File: config.mk
export PLATFORM = sky130hd
export DESIGN_NAME = i2ctxq_ctrl
export DESIGN_NICKNAME = d
export VERILOG_FILES = /design/src/hdl/i2ctxq_pkg.sv /design/src/hdl/i2ctxq_ctrl.sv
export SDC_FILE = /design/constraint.sdc
export NUM_CORES = 1
export LEC_CHECK = 0
export BUFFER_PORTS_ARGS = -buffer_cell sky130_fd_sc_hd__buf_2
export CAP_MARGIN = 0
export CORE_AREA = 4 4 41 43
export DETAILED_ROUTE_END_ITERATION = 16
export DIE_AREA = 0 0 45 47
export SYNTH_ARGS = -nofsm -noshare
export SYNTH_HDL_FRONTEND = slang
export SYNTH_SLANG_ARGS = --single-unit
File: constraint.sdc
create_clock -name i_clk -period 1.2 [get_ports i_clk]
set_input_delay 0.24 -clock i_clk [delete_from_list [all_inputs] [get_ports i_clk]]
set_output_delay 0.24 -clock i_clk [all_outputs]
set_load 0.02 [all_outputs]
File: src/hdl/i2ctxq_pkg.sv
// Shared types and constants for the I2C transmit packet queue.
// No dependencies; imported by the controller, datapath and top level.
`timescale 1ns / 1ps

package i2ctxq_pkg;

    // Item kinds on the input channel
    localparam logic MODE_BYTE = 1'b0;   // packet byte pushed
    localparam logic MODE_DONE = 1'b1;   // bus transfer complete

    // Target address mask (7-bit I2C address)
    localparam logic [6:0] ADDR_MASK = 7'h7F;

    // Controller to datapath commands
    typedef struct packed {
        logic capture;   // latch the accepted input item
        logic exec;      // first processing step of the item
        logic cmpl;      // remove the head packet after a completion
        logic issue;     // issue the descriptor of the new head packet
        logic load;      // move the result into the output register
    } t_ctrl_cmd;

    // Datapath to controller status
    typedef struct packed {
        logic mode;      // kind of the item being processed
        logic enabled;   // queue enable register
        logic more;      // packets remain after the removal in progress
        logic out_free;  // output register can take a result
    } t_ctrl_sts;

endpackage

File: src/hdl/i2ctxq_ctrl.sv
// Sequencing controller for the I2C transmit packet queue.
// Depends on i2ctxq_pkg (command and status structs, item kinds).
`timescale 1ns / 1ps

module i2ctxq_ctrl (
    input  logic                  i_clk,
    input  logic                  i_rst_n,
    input  logic                  i_in_valid,
    output logic                  o_in_stall,
    input  i2ctxq_pkg::t_ctrl_sts i_sts,
    output i2ctxq_pkg::t_ctrl_cmd o_cmd
);
    import i2ctxq_pkg::*;

    localparam logic [2:0] ST_IDLE  = 3'd0;
    localparam logic [2:0] ST_EXEC  = 3'd1;
    localparam logic [2:0] ST_CMPL  = 3'd2;
    localparam logic [2:0] ST_ISSUE = 3'd3;
    localparam logic [2:0] ST_LOAD  = 3'd4;

    logic [2:0] r_state;
    logic [2:0] n_state;

    // Next state and command decode
    always_comb begin
        n_state       = r_state;
        o_cmd         = '0;
        case (r_state)
            ST_IDLE: begin
                if (i_in_valid) begin
                    o_cmd.capture = 1'b1;
                    n_state       = ST_EXEC;
                end
            end
            ST_EXEC: begin
                o_cmd.exec = 1'b1;
                if (i_sts.mode == MODE_DONE && i_sts.enabled) begin
                    n_state = ST_CMPL;
                end else begin
                    n_state = ST_LOAD;
                end
            end
            ST_CMPL: begin
                o_cmd.cmpl = 1'b1;
                n_state    = i_sts.more ? ST_ISSUE : ST_LOAD;
            end
            ST_ISSUE: begin
                o_cmd.issue = 1'b1;
                n_state     = ST_LOAD;
            end
            ST_LOAD: begin
                if (i_sts.out_free) begin
                    o_cmd.load = 1'b1;
                    n_state    = ST_IDLE;
                end
            end
            default: begin
                n_state = ST_IDLE;
            end
        endcase
    end

    assign o_in_stall = (r_state != ST_IDLE);

    // State register
    always_ff @(posedge i_clk) begin
        if (!i_rst_n) begin
            r_state <= ST_IDLE;
        end else begin
            r_state <= n_state;
        end
    end

endmodule

==> run metrics <==
Clock Latency Late Sink 240 ps; CP required around 960 ps; cells after synthesis 25; Avg WL per Cell 10.5 um; CTS H-tree lvls 1; R2R setup slack 10 ps; post-synthesis register bit count 3; final WL about 650 um; P&R area growth vs syn 119%; # diodes 0; most frequent cells in the layout buf_2 (7), buf_4 (7), buf_6 (5), nor2_4 (3), clkbuf_4 (3); xor/xnor share of the synthesized area 0%; total of warnings raised by yosys 0; register area share after synthesis 30.0%; startpoint class of the critical path flip-flop; Via density 4.32; power per cell area 956 nW/um^2; largest net degree at the start of global routing 8; clock buffer depth 2; Worst Hold Class in -> reg; share of cells above drive strength 1 72.3%; Final Hold Slack between 200 and 250 ps; RSZ-0062 raised after global routing true; period utilisation layout 116%; row count 13; crit end category output pin; worst setup margin -190 ps; compound-cell area share of the yosys netlist 6.88%; max reg flops 3; Final setup viols 6; Worst VDD drop about 0.38 mV; Mean Syn Cell Area between 8 and 9 sq um; multi-input logic area 171 sq um; Critical Path AT 1150 ps; initial antenna violation count 0; post-synthesis adder-cell area fraction 0%; Placed Area around 310 sq um; Post-DP HPWL around 430 um; failing checks negative setup slack; status finished, violations left; vias in the first global route around 250; leakage power between 0.15 and 0.2 nW; Final Power about 0.42 mW; Core Util, Final 33.7%; initial core utilization roughly 15%; GP Congestion 0.756; Finished Layout Cells 62; ANT nets after route 0; total track usage between 8 and 9%; DIE AREA 2120 sq um; IO buf count 12; Reg with most FFs r_state; Reg clk slew, reported paths ~40 ps; slew margin rel. between 80% and 90%; count of cell types in the netlist 15; Largest regs r_state: 3 flops; FF+latch area 66.3 sq um; largest family of logic cells by synthesized area simple AND/OR/NAND/NOR gates; Max-cap violations 0; Post-Syn Area around 200 sq um; final slew viol count 0; CTS Root Cell clkbuf_4; global-route wire length before repair 1.10 mm; Nets 55; CP Max Fanout 2; Post-route DRC 0; GRT overflow 0; die extent in x 45 um; drt pass-1 iters 2; mux cell area share after synthesis roughly 5.0%; kind of critical path reg -> out; Max Freq 720 MHz; Mapped Nets 32; Die H around 47 um; Clock Sinks 3; Ports 13; Post-Place Cells 55; CTS tree built; Final Hold Fails 0; core area 1300 sq um; Inserted Clock Buffers 3; Fillers between 100 and 150; slew of the pin with the lowest slew margin 214 ps; Starting DRT DRC Count 3; simple-gate portion of the synthesized area a little under 50%; Final Skew approximately 0.22 ps; via count 268; Tmin final roughly 1400 ps; final instance area 438 sq um
==> per-stage QoR <==
stage	setup TNS (ps)	setup slack, ps
after detailed placement	0	11.7
final	-753	-190
after floorplan	-9.02	-4.62
after global placement	0	22.6
after CTS	-749	-203
after global routing	-1220	-262
==> path summary, 6_finish.rpt <==
check / end / startpoint / cells past startpoint
worst min-delay path: r_state[1]$_SDFFE_PN0P_ / i_rst_n / 3
worst max register to register: r_state[2]$_SDFFE_PN0P_ / r_state[2]$_SDFFE_PN0P_ / 5
worst max-delay path: o_cmd[4] / r_state[2]$_SDFFE_PN0P_ / 3
worst min register to register: r_state[0]$_SDFFE_PN0P_ / r_state[0]$_SDFFE_PN0P_ / 2
==> power by group <==
group,internal [mW],switching [mW]
logic,0.0622,0.0592
registers,0.105,0.00395
clock network,0.125,0.0633
==> cell type report <==
| class | count | share of cell area (%) |
|---|---|---|
| clock buffer | 4 | 6.00 |
| inverter | 2 | 2.57 |
| multi-input combinational | 19 | 39.1 |
| sequential | 3 | 15.1 |
| tap | 15 | 4.29 |
| timing repair buffer | 19 | 32.9 |
==> critical path: stages, from the launching register on <==
cell and delay, ps:
dfxtp_2 310, or3_4 390, nor2_4 90, buf_6 110
==> cell families after synthesis <==
logic type      count (synthesis)
simple gates                   16
flops                           3
buf+inv                         3
compound gates                  2
mux                             1
==> per-layer routing <==
metal	vias to the layer above	part of all wire, %	track usage, %
li1	130	-	-
met1	124	38	8.16
met2	12	45	11.0
met3	2	14	7.66
met4	0	2.5	5.26
met5	-	0	0
==> cell usage after synthesis <==
master | number | area share (%)
nor3_1 | 3 | 7.5
o31a_1 | 1 | 4.4
nand2b_4 | 1 | 6.9
dfxtp_1 | 3 | 30
or3_1 | 1 | 3.1
nor4b_1 | 2 | 8.8
nand2_1 | 2 | 3.8
a21oi_1 | 1 | 2.5
nand3b_1 | 1 | 3.8
and3b_1 | 1 | 4.4
mux2i_1 | 1 | 5.0
buf_6 | 1 | 5.6
inv_1 | 2 | 3.8
nand2b_1 | 1 | 3.1
nor2_1 | 4 | 7.5
==> timing repair <==
item                                    CTS  global route
resized for setup                        15             7
gates cloned                              0             0
endpoints found under the setup margin    6             7
hold buffers                              0             0
pin swaps                                 2             1
buffers inserted                          2             1
Power figures use the tool's default switching activity.
