<file path="config.mk">
export PLATFORM = sky130hd
export DESIGN_NAME = i2ctxq_dpath
export DESIGN_NICKNAME = d
export VERILOG_FILES = /design/src/hdl/i2ctxq_pkg.sv /design/src/hdl/i2ctxq_dpath.sv
export SDC_FILE = /design/constraint.sdc
export NUM_CORES = 2
export LEC_CHECK = 0
export CAP_MARGIN = 20
export CORE_MARGIN = 2
export CORE_UTILIZATION = 35
export CTS_BUF_LIST = sky130_fd_sc_hd__clkbuf_4
export CTS_CLUSTER_DIAMETER = 120
export DETAILED_ROUTE_END_ITERATION = 10
export DONT_BUFFER_PORTS = 1
export PLACE_DENSITY_LB_ADDON = 0.05
export REMOVE_ABC_BUFFERS = 1
export SLEW_MARGIN = 20
export SYNTH_ARGS = -nofsm -noshare
export SYNTH_HDL_FRONTEND = slang
export SYNTH_SLANG_ARGS = --single-unit
</file>
<file path="constraint.sdc">
create_clock -name i_clk -period 15.2 [get_ports i_clk]
set_input_delay 0 -clock i_clk [delete_from_list [all_inputs] [get_ports i_clk]]
set_output_delay 0 -clock i_clk [all_outputs]
set_load 0.02 [all_outputs]
</file>
<file path="src/hdl/i2ctxq_pkg.sv">
// Shared types and constants for the I2C transmit packet queue.
// No dependencies; imported by the controller, datapath and top level.
`timescale 1ns / 1ps

package i2ctxq_pkg;

    // Item kinds on the input channel
    localparam logic MODE_BYTE = 1'b0;   // packet byte pushed
    localparam logic MODE_DONE = 1'b1;   // bus transfer complete

    // Target address mask (7-bit I2C address)
    localparam logic [6:0] ADDR_MASK = 7'h7F;

    // Controller to datapath commands
    typedef struct packed {
        logic capture;   // latch the accepted input item
        logic exec;      // first processing step of the item
        logic cmpl;      // remove the head packet after a completion
        logic issue;     // issue the descriptor of the new head packet
        logic load;      // move the result into the output register
    } t_ctrl_cmd;

    // Datapath to controller status
    typedef struct packed {
        logic mode;      // kind of the item being processed
        logic enabled;   // queue enable register
        logic more;      // packets remain after the removal in progress
        logic out_free;  // output register can take a result
    } t_ctrl_sts;

endpackage

</file>
<file path="src/hdl/i2ctxq_dpath.sv">
// Datapath of the I2C transmit packet queue: rings, pointers, counters,
// result and output registers. Depends on i2ctxq_pkg.
`timescale 1ns / 1ps

module i2ctxq_dpath #(
    parameter int BUFFER_BYTES = 256
) (
    input  logic                  i_clk,
    input  logic                  i_rst_n,
    // configuration
    input  logic                  i_cfg_we,
    input  logic                  i_cfg_data,
    // input item
    input  logic                  i_mode,
    input  logic [7:0]            i_data_byte,
    input  logic                  i_byte_last,
    input  logic [7:0]            i_packet_length,
    input  logic [6:0]            i_device_address,
    // output channel
    input  logic                  i_out_stall,
    output logic                  o_out_valid,
    output logic                  o_start_valid,
    output logic [7:0]            o_xfer_offset,
    output logic [7:0]            o_xfer_length,
    output logic [6:0]            o_xfer_device,
    output logic                  o_overflow_flag,
    output logic                  o_bus_free,
    output logic [7:0]            o_queued_packets,
    output logic [7:0]            o_queued_bytes,
    // controller
    input  i2ctxq_pkg::t_ctrl_cmd i_cmd,
    output i2ctxq_pkg::t_ctrl_sts o_sts
);
    import i2ctxq_pkg::*;

    localparam int IW = $clog2(BUFFER_BYTES);
    localparam int SW = ((IW > 8) ? IW : 8) + 1;
    localparam logic [SW-1:0] BUF_S = SW'(BUFFER_BYTES);
    localparam logic [IW:0]   BUF_I = (IW + 1)'(BUFFER_BYTES);
    localparam logic [IW-1:0] ONE_I = IW'(1);

    // Ring add of two in-range indexes
    function automatic logic [IW-1:0] wrap_add(input logic [IW-1:0] a,
                                               input logic [IW-1:0] b);
        logic [IW:0] s;
        s = {1'b0, a} + {1'b0, b};
        if (s >= BUF_I) begin
            s = s - BUF_I;
        end
        return s[IW-1:0];
    endfunction

    // Ring advance by a byte length that is below the buffer size
    function automatic logic [IW-1:0] wrap_len(input logic [IW-1:0] a,
                                               input logic [7:0]    l);
        logic [SW-1:0] s;
        s = SW'(a) + SW'(l);
        if (s >= BUF_S) begin
            s = s - BUF_S;
        end
        return s[IW-1:0];
    endfunction

    // Low byte of an index-wide value
    function automatic logic [7:0] low8(input logic [IW-1:0] v);
        logic [IW+7:0] w;
        w = (IW + 8)'(v);
        return w[7:0];
    endfunction

    // Storage
    logic [7:0] byte_store   [BUFFER_BYTES];
    logic [7:0] length_ring  [BUFFER_BYTES];
    logic [6:0] address_ring [BUFFER_BYTES];

    // Captured item
    logic          r_mode;
    logic [7:0]    r_data;
    logic          r_last;
    logic [7:0]    r_plen;
    logic [6:0]    r_addr;

    // Queue state
    logic          r_enabled;
    logic [IW-1:0] r_byte_head;
    logic [IW-1:0] r_pkt_head;
    logic [IW-1:0] n_pkt_head;
    logic [IW-1:0] r_pkt_cnt;
    logic [IW-1:0] r_byte_cnt;
    logic [7:0]    r_bip;
    logic          r_dropping;
    logic          r_overflow;
    logic          r_busy;
    logic [7:0]    r_cur_len;
    logic [6:0]    r_cur_addr;
    logic [IW-1:0] r_cur_start;
    logic [IW-1:0] r_wr_ptr;

    // Head descriptor read port
    logic [7:0]    r_rd_len;
    logic [6:0]    r_rd_addr;

    // Result of the item in progress
    logic          r_res_start;
    logic [7:0]    r_res_off;
    logic [7:0]    r_res_len;
    logic [6:0]    r_res_dev;

    // Output register
    logic          r_out_valid;
    logic          out_free;

    // Byte push decode
    logic          p_exec;
    logic          p_first;
    logic [7:0]    p_len;
    logic [IW-1:0] p_start;
    logic [SW-1:0] p_room;
    logic          p_drop;
    logic [7:0]    p_clen;
    logic [6:0]    p_caddr;
    logic [IW-1:0] p_wptr;
    logic [IW-1:0] p_cstart;
    logic [7:0]    p_rx;
    logic          p_end;
    logic [IW-1:0] p_slot;
    logic [IW-1:0] p_base;
    logic [IW-1:0] p_newbc;
    logic          p_commit;
    logic          p_issue;

    // Completion decode
    logic          c_nz;
    logic          c_under;
    logic [IW-1:0] c_pc;
    logic          c_more;

    // Byte push: first byte latches length, address and room check
    always_comb begin
        p_exec   = i_cmd.exec && (r_mode == MODE_BYTE) && r_enabled;
        p_first  = (r_bip == 8'd0);
        p_len    = (r_plen == 8'd0) ? 8'd1 : r_plen;
        p_start  = wrap_add(r_byte_head, r_byte_cnt);
        p_room   = SW'(r_byte_cnt) + SW'(p_len);
        p_drop   = p_first ? (p_room >= BUF_S) : r_dropping;
        p_clen   = p_first ? p_len : r_cur_len;
        p_caddr  = p_first ? (r_addr & ADDR_MASK) : r_cur_addr;
        p_wptr   = p_first ? p_start : r_wr_ptr;
        p_cstart = p_first ? p_start : r_cur_start;
        p_rx     = r_bip + 8'd1;
        p_end    = r_last || (p_rx >= p_clen);
        p_slot   = wrap_add(r_pkt_head, r_pkt_cnt);
        p_base   = (r_pkt_cnt == '0) ? '0 : r_byte_cnt;
        p_newbc  = IW'(SW'(p_base) + SW'(p_rx));
        p_commit = p_exec && p_end && !p_drop;
        p_issue  = p_commit && !r_busy && (r_pkt_cnt == '0);
    end

    // Completion: remove head packet, clear on inconsistent length
    always_comb begin
        c_nz    = (r_pkt_cnt != '0);
        c_under = (SW'(r_byte_cnt) < SW'(r_rd_len));
        c_pc    = (c_nz && !c_under) ? (r_pkt_cnt - ONE_I) : '0;
        c_more  = (c_pc != '0);
        n_pkt_head = r_pkt_head;
        if (i_cmd.cmpl && c_nz && !c_under) begin
            n_pkt_head = wrap_add(r_pkt_head, ONE_I);
        end
    end

    assign out_free = !r_out_valid || !i_out_stall;

    assign o_sts.mode     = r_mode;
    assign o_sts.enabled  = r_enabled;
    assign o_sts.more     = c_more;
    assign o_sts.out_free = out_free;

    // Memories: byte ring write, descriptor ring write and registered read
    always_ff @(posedge i_clk) begin
        if (p_exec && !p_drop) begin
            byte_store[p_wptr] <= r_data;
        end
    end

    always_ff @(posedge i_clk) begin
        if (p_commit) begin
            length_ring[p_slot]  <= p_rx;
            address_ring[p_slot] <= p_caddr;
        end
        r_rd_len  <= length_ring[n_pkt_head];
        r_rd_addr <= address_ring[n_pkt_head];
    end

    // Input capture
    always_ff @(posedge i_clk) begin
        if (i_cmd.capture) begin
            r_mode <= i_mode;
            r_data <= i_data_byte;
            r_last <= i_byte_last;
            r_plen <= i_packet_length;
            r_addr <= i_device_address;
        end
    end

    // Packet-in-progress payload
    always_ff @(posedge i_clk) begin
        if (p_exec && !p_end) begin
            r_cur_len   <= p_clen;
            r_cur_addr  <= p_caddr;
            r_cur_start <= p_cstart;
            r_wr_ptr    <= wrap_add(p_wptr, ONE_I);
        end
    end

    // Queue control state
    always_ff @(posedge i_clk) begin
        if (!i_rst_n) begin
            r_enabled   <= 1'b1;
            r_byte_head <= '0;
            r_pkt_head  <= '0;
            r_pkt_cnt   <= '0;
            r_byte_cnt  <= '0;
            r_bip       <= '0;
            r_dropping  <= 1'b0;
            r_overflow  <= 1'b0;
            r_busy      <= 1'b0;
        end else begin
            r_pkt_head <= n_pkt_head;
            if (i_cfg_we) begin
                r_enabled  <= i_cfg_data;
                r_pkt_cnt  <= '0;
                r_bip      <= '0;
                r_dropping <= 1'b0;
                if (i_cfg_data) begin
                    r_byte_cnt <= '0;
                end
            end else if (p_exec) begin
                r_overflow <= r_overflow | (p_first & p_drop);
                if (!p_end) begin
                    r_bip      <= p_rx;
                    r_dropping <= p_drop;
                end else begin
                    r_bip      <= '0;
                    r_dropping <= 1'b0;
                    if (!p_drop) begin
                        if (r_pkt_cnt == '0) begin
                            r_byte_head <= p_cstart;
                        end
                        r_pkt_cnt  <= r_pkt_cnt + ONE_I;
                        r_byte_cnt <= p_newbc;
                        if (p_issue) begin
                            r_busy <= 1'b1;
                        end
                    end
                end
            end else if (i_cmd.exec && (r_mode == MODE_DONE) && !r_enabled) begin
                // disabled completion only frees the bus
                r_busy <= 1'b0;
            end else if (i_cmd.cmpl) begin
                r_pkt_cnt <= c_pc;
                // empty queue afterwards: counts cleared, bus freed
                if (!c_more) begin
                    r_byte_cnt <= '0;
                    r_busy     <= 1'b0;
                end else begin
                    r_byte_cnt <= r_byte_cnt - IW'(r_rd_len);
                end
                if (c_nz && !c_under) begin
                    r_byte_head <= wrap_len(r_byte_head, r_rd_len);
                end
            end else if (i_cmd.issue) begin
                r_busy <= 1'b1;
            end
        end
    end

    // Result of the current item
    always_ff @(posedge i_clk) begin
        if (!i_rst_n) begin
            r_res_start <= 1'b0;
        end else if (i_cmd.capture) begin
            r_res_start <= 1'b0;
        end else if (p_issue || i_cmd.issue) begin
            r_res_start <= 1'b1;
        end
    end

    always_ff @(posedge i_clk) begin
        if (i_cmd.capture) begin
            r_res_off <= '0;
            r_res_len <= '0;
            r_res_dev <= '0;
        end else if (p_issue) begin
            r_res_off <= low8(p_cstart);
            r_res_len <= p_rx;
            r_res_dev <= p_caddr;
        end else if (i_cmd.issue) begin
            r_res_off <= low8(r_byte_head);
            r_res_len <= r_rd_len;
            r_res_dev <= r_rd_addr;
        end
    end

    // Output register
    always_ff @(posedge i_clk) begin
        if (!i_rst_n) begin
            r_out_valid <= 1'b0;
        end else if (i_cmd.load) begin
            r_out_valid <= 1'b1;
        end else if (!i_out_stall) begin
            r_out_valid <= 1'b0;
        end
    end

    always_ff @(posedge i_clk) begin
        if (i_cmd.load) begin
            o_start_valid    <= r_res_start;
            o_xfer_offset    <= r_res_off;
            o_xfer_length    <= r_res_len;
            o_xfer_device    <= r_res_dev;
            o_overflow_flag  <= r_overflow;
            o_bus_free       <= !r_busy;
            o_queued_packets <= low8(r_pkt_cnt);
            o_queued_bytes   <= low8(r_byte_cnt);
        end
    end

    assign o_out_valid = r_out_valid;

    // Queue invariants
    a_pkt_le_bytes: assert property (@(posedge i_clk) disable iff (!i_rst_n)
        r_pkt_cnt <= r_byte_cnt)
        else $error("packet count exceeds byte count");

    a_bytes_in_range: assert property (@(posedge i_clk) disable iff (!i_rst_n)
        {1'b0, r_byte_cnt} < BUF_I)
        else $error("byte count reached buffer size");

    a_issue_busy: assert property (@(posedge i_clk) disable iff (!i_rst_n)
        r_res_start |-> r_busy)
        else $error("descriptor issued with bus free");

    a_bip_bound: assert property (@(posedge i_clk) disable iff (!i_rst_n)
        (r_bip != 8'd0) |-> (r_bip < r_cur_len))
        else $error("packet byte index past latched length");

endmodule
</file>
==> out/metrics.csv <==
stage;metric;value;unit
min_path;worstHoldPathCells;1;
timing;layout_setup_ws;7.506;ns
critical_path;worst_path_most_repeated_cell;buf_4;
synth;ys_seq_elements;4006;
synth;synthTopCellsByArea;edfxtp_1 (75%), nand2_1 (3.3%), mux4_2 (2.8%);
timing;rsz0062_at_grt;no;
die;die_w;673.0;µm
clock_network;ctsResizeCount;0;
global_routing;overflow;0;
pwr;total_power;0.02346;W
global_routing;antenna_found_initial;64;
drt;drtIter0Drc;11280;
placement;place.gp.congestion;0.8447;
global_routing;grt.total_usage;25.97;%
synth;yosysSeqAreaShare;76.26;%
clock_network;cts.path.max_buffers;5;
drt;routed_via_density;5.595;
critical_path;crit_fanout;90;
critical_path;cp-startpoint;r_rd_len[0]$_DFF_P_;
critical_path;cp_cell_sequence;ha_1 -> inv_1 -> fa_1 -> a211oi_2 -> nor2_2 -> a211oi_4 -> buf_4 -> o211a_4 -> buf_4 -> buf_12 -> buf_4 -> mux2i_1 -> o221ai_1 -> o21ai_0 -> o21ai_0 -> o211ai_1 -> nand4_1;
clock_network;clkSinkCount;4006;
die;rows;245;
pwr;seqPwrFrac;52.0;%
die;io_pins;82;
timing;drv_slew;0;
critical_path;start_kind;flip-flop;
synth;synthTopCellsByCount;edfxtp_1 (3922), nand2_1 (1364), a21oi_1 (568);
pwr;vdd_ir_drop_max;0.00005561;V
critical_path;max_stage_delay;0.85;ns
clock_network;h-tree-depth;7;
global_routing;grt_pass1_wl;805700;µm
die;initial_core_util;35.17;%
clock_network;hold_buffers;132;
layout;area_delta_synth_final;15.95;%
critical_path;worstPathRequired;16.63;ns
synth;synth.distinct_cells;89;
timing;min_period;7.694;ns
layout;drive_above_1_share;22.65;%
clock_network;cts_buffers;1178;
synth;synth_top_area_cell;edfxtp_1;
die;fp.dieH;673.0;µm
timing;fmax;0.1300;GHz
critical_path;r2r_cells;17;
critical_path;crit_type;flip-flop to flip-flop;
clock_network;clock_latency;1.75;ns
min_path;hold_start;i_out_stall;
drt;ant_nets;0;
global_routing;grt_max_degree;171;
synth;yosysWarnings;0;
clock_network;cts_root_buf;clkbuf_4;
placement;placed_area;166100;µm²
global_routing;grt_pass1_vias;98070;
timing;hold_violations;0;
synth;syn_area;156600;µm²
synth;yosysMostFrequentCell;edfxtp_1;
timing;skew;0.1390;ns
min_path;hold_class;input port to output port;
drt;first_pass_iters;8;
drt;routed_wl;592600;µm
synth;synth_top_area_share;75.19;%
layout;fin_area;181600;µm²
critical_path;reg2reg_from;r_rd_len[0]$_DFF_P_;
placement;dpl_worst_slack;7.630;ns
timing;setup_viol;0;
layout;nFillCells;41230;
pwr;sw_frac_of_total;23.97;%
synth;synth-edff-count;3922;
synth;synth_area_per_cell;15.88;µm²
timing;period_share;50.62;%
synth;async_reset_ff_share;0;%
synth;syn_inst;9864;
die;core;445400;µm²
clock_network;clkTransAtPathRegs;0.07;ns
drt;routedWlPerCell;33.41;µm
clock_network;cts_tree;done;
timing;relSlewSlack;12.73;%
drt;vias;99250;
timing;worst_pin_slew;1.309;ns
pwr;powerDensity;129.2;nW/µm²
layout;nNetsFinal;11140;
run_status;status;completed;
pwr;power.switching;0.005624;W
die;dieArea;452900;µm²
clock_network;postCtsSetupRepairBufs;0;
pwr;p_leak;61.84;nW
synth;ys.flop_type;edfxtp_1;
placement;dp.final_hpwl;356100;µm
critical_path;cp.arrival;9.13;ns
drt;drc;0;
placement;port_buffers;0;
pwr;p_int;0.01784;W
pwr;p_clk_share;41.8;%
critical_path;worst_setup_path_end_kind;flip-flop;
pwr;p_comb_share;6.2;%
job;drv_cap;0;
critical_path;cp_slowest_cell;o211ai_1;
-- cell families (layout without fill, tap and decap cells) --
kind of cell / after synthesis / in the layout / synth area share [%]
XOR/XNOR: 59 / 59 / 0.3299
buffers and inverters: 695 / 2621 / 2.118
other: 0 / 22 / 0
multiplexers: 661 / 661 / 5.812
AO/OA/AOI/OAI: 2022 / 2022 / 8.502
flip-flops: 4006 / 4006 / 76.26
AND/OR/NAND/NOR: 2359 / 2359 / 6.454
adder cells (fa/ha/maj): 62 / 62 / 0.5192
-- flip-flops by register name, indices dropped and copies added (netlist names), 7 cells and up --
signal,count
o_xfer_offset,8
r_rd_len,8
r_bip,8
r_byte_head,8
r_rd_addr,7
o_queued_packets,8
r_cur_len,8
length_ring,2048
o_queued_bytes,8
r_cur_start,8
r_res_dev,7
r_res_len,8
r_pkt_head,8
o_xfer_length,8
r_res_off,8
address_ring,1792
r_plen,8
r_addr,7
r_pkt_cnt,8
r_cur_addr,7
o_xfer_device,7
r_byte_cnt,8
-- area by class of cell --
cell class,count,area [µm²],area share (%)
inverters,45,176.4,0.09714
repair buffers,645,5659,3.116
multi-input cells,5163,34870,19.20
well taps,5928,7417,4.084
clock inverters,222,1137,0.6263
diodes,22,55.05,0.03031
flip-flops and latches,4006,119500,65.78
clock buffers,1709,12830,7.065
-- through the flow --
step	util, %	TNS (ns)	cells	hold slack, ns
final	40.77	0	17740	0.1238
after floorplan	-	-233.38	9214	0.06194
after global placement	37.24	0	15640	0.06956
after CTS	40.74	0	17710	0.1095
after global routing	40.77	0	17730	0.1327
after detailed placement	37.28	0	15650	0.07675
-- cell usage in the layout (no fill, tap or decap), types with 22 or more instances in the layout --
| master | instances |
|---|---|
| mux2i_1 | 427 |
| dfxtp_1 | 82 |
| nor4_1 | 109 |
| a31oi_1 | 47 |
| and2_1 | 23 |
| o21ai_1 | 57 |
| o221ai_1 | 67 |
| a221oi_1 | 206 |
| nand2_1 | 1346 |
| nor2_1 | 301 |
| a21oi_1 | 562 |
| edfxtp_1 | 3922 |
| a22oi_1 | 35 |
| dlygate4sd3_1 | 124 |
| buf_12 | 27 |
| nand3_1 | 136 |
| a211oi_1 | 61 |
| nor3_1 | 198 |
| o22ai_1 | 462 |
| clkbuf_4 | 1709 |
| inv_1 | 42 |
| and3_1 | 51 |
| clkinv_1 | 173 |
| ha_1 | 55 |
| nor2_2 | 43 |
| diode_2 | 22 |
| nand4_1 | 25 |
| a221o_1 | 56 |
| o21ai_0 | 191 |
| a311oi_1 | 46 |
| nor2b_1 | 25 |
| mux4_2 | 195 |
| inv_2 | 28 |
| a222oi_1 | 26 |
| xnor2_1 | 34 |
| buf_4 | 479 |
-- power groups by stage --
stage | clock (W) | sequential, W | combinational, W
after floorplan | 0 | 0.0124 | 0.00387
after global placement | 0 | 0.0124 | 0.00141
after detailed placement | 0 | 0.0124 | 0.00142
after CTS | 0.0101 | 0.0122 | 0.00147
after global routing | 0.0107 | 0.0122 | 0.00154
final | 0.00981 | 0.0122 | 0.00146
-- critical path, delay by kind of cell, from the launching register on --
| family | cells | cell delay [ns] |
|---|---|---|
| adders and majority gates | 2 | 0.65 |
| muxes | 1 | 0.29 |
| DFF | 1 | 0.48 |
| AOI/OAI and AO/OA | 7 | 2.71 |
| and+or+nand+nor | 2 | 0.68 |
| buffers and inverters | 5 | 2.22 |
-- routing by layer --
metal	up-vias	global-route usage, %	wire [µm]
met2	4445	39.92	270900
met5	-	0	53
li1	42110	-	-
met3	793	6.407	47390
met4	8	10.41	20630
met1	51900	35.38	253700
-- final timing paths --
path / end / slack [ns]
worst min register to register: o_xfer_offset[3]$_DFFE_PP_ / 0.43
worst max register to register: r_rd_len[3]$_DFF_P_ / 7.51
worst max-delay path: r_rd_len[3]$_DFF_P_ / 7.51
worst min-delay path: o_sts[0] / 0.12
(Power assumes the default switching activity.)
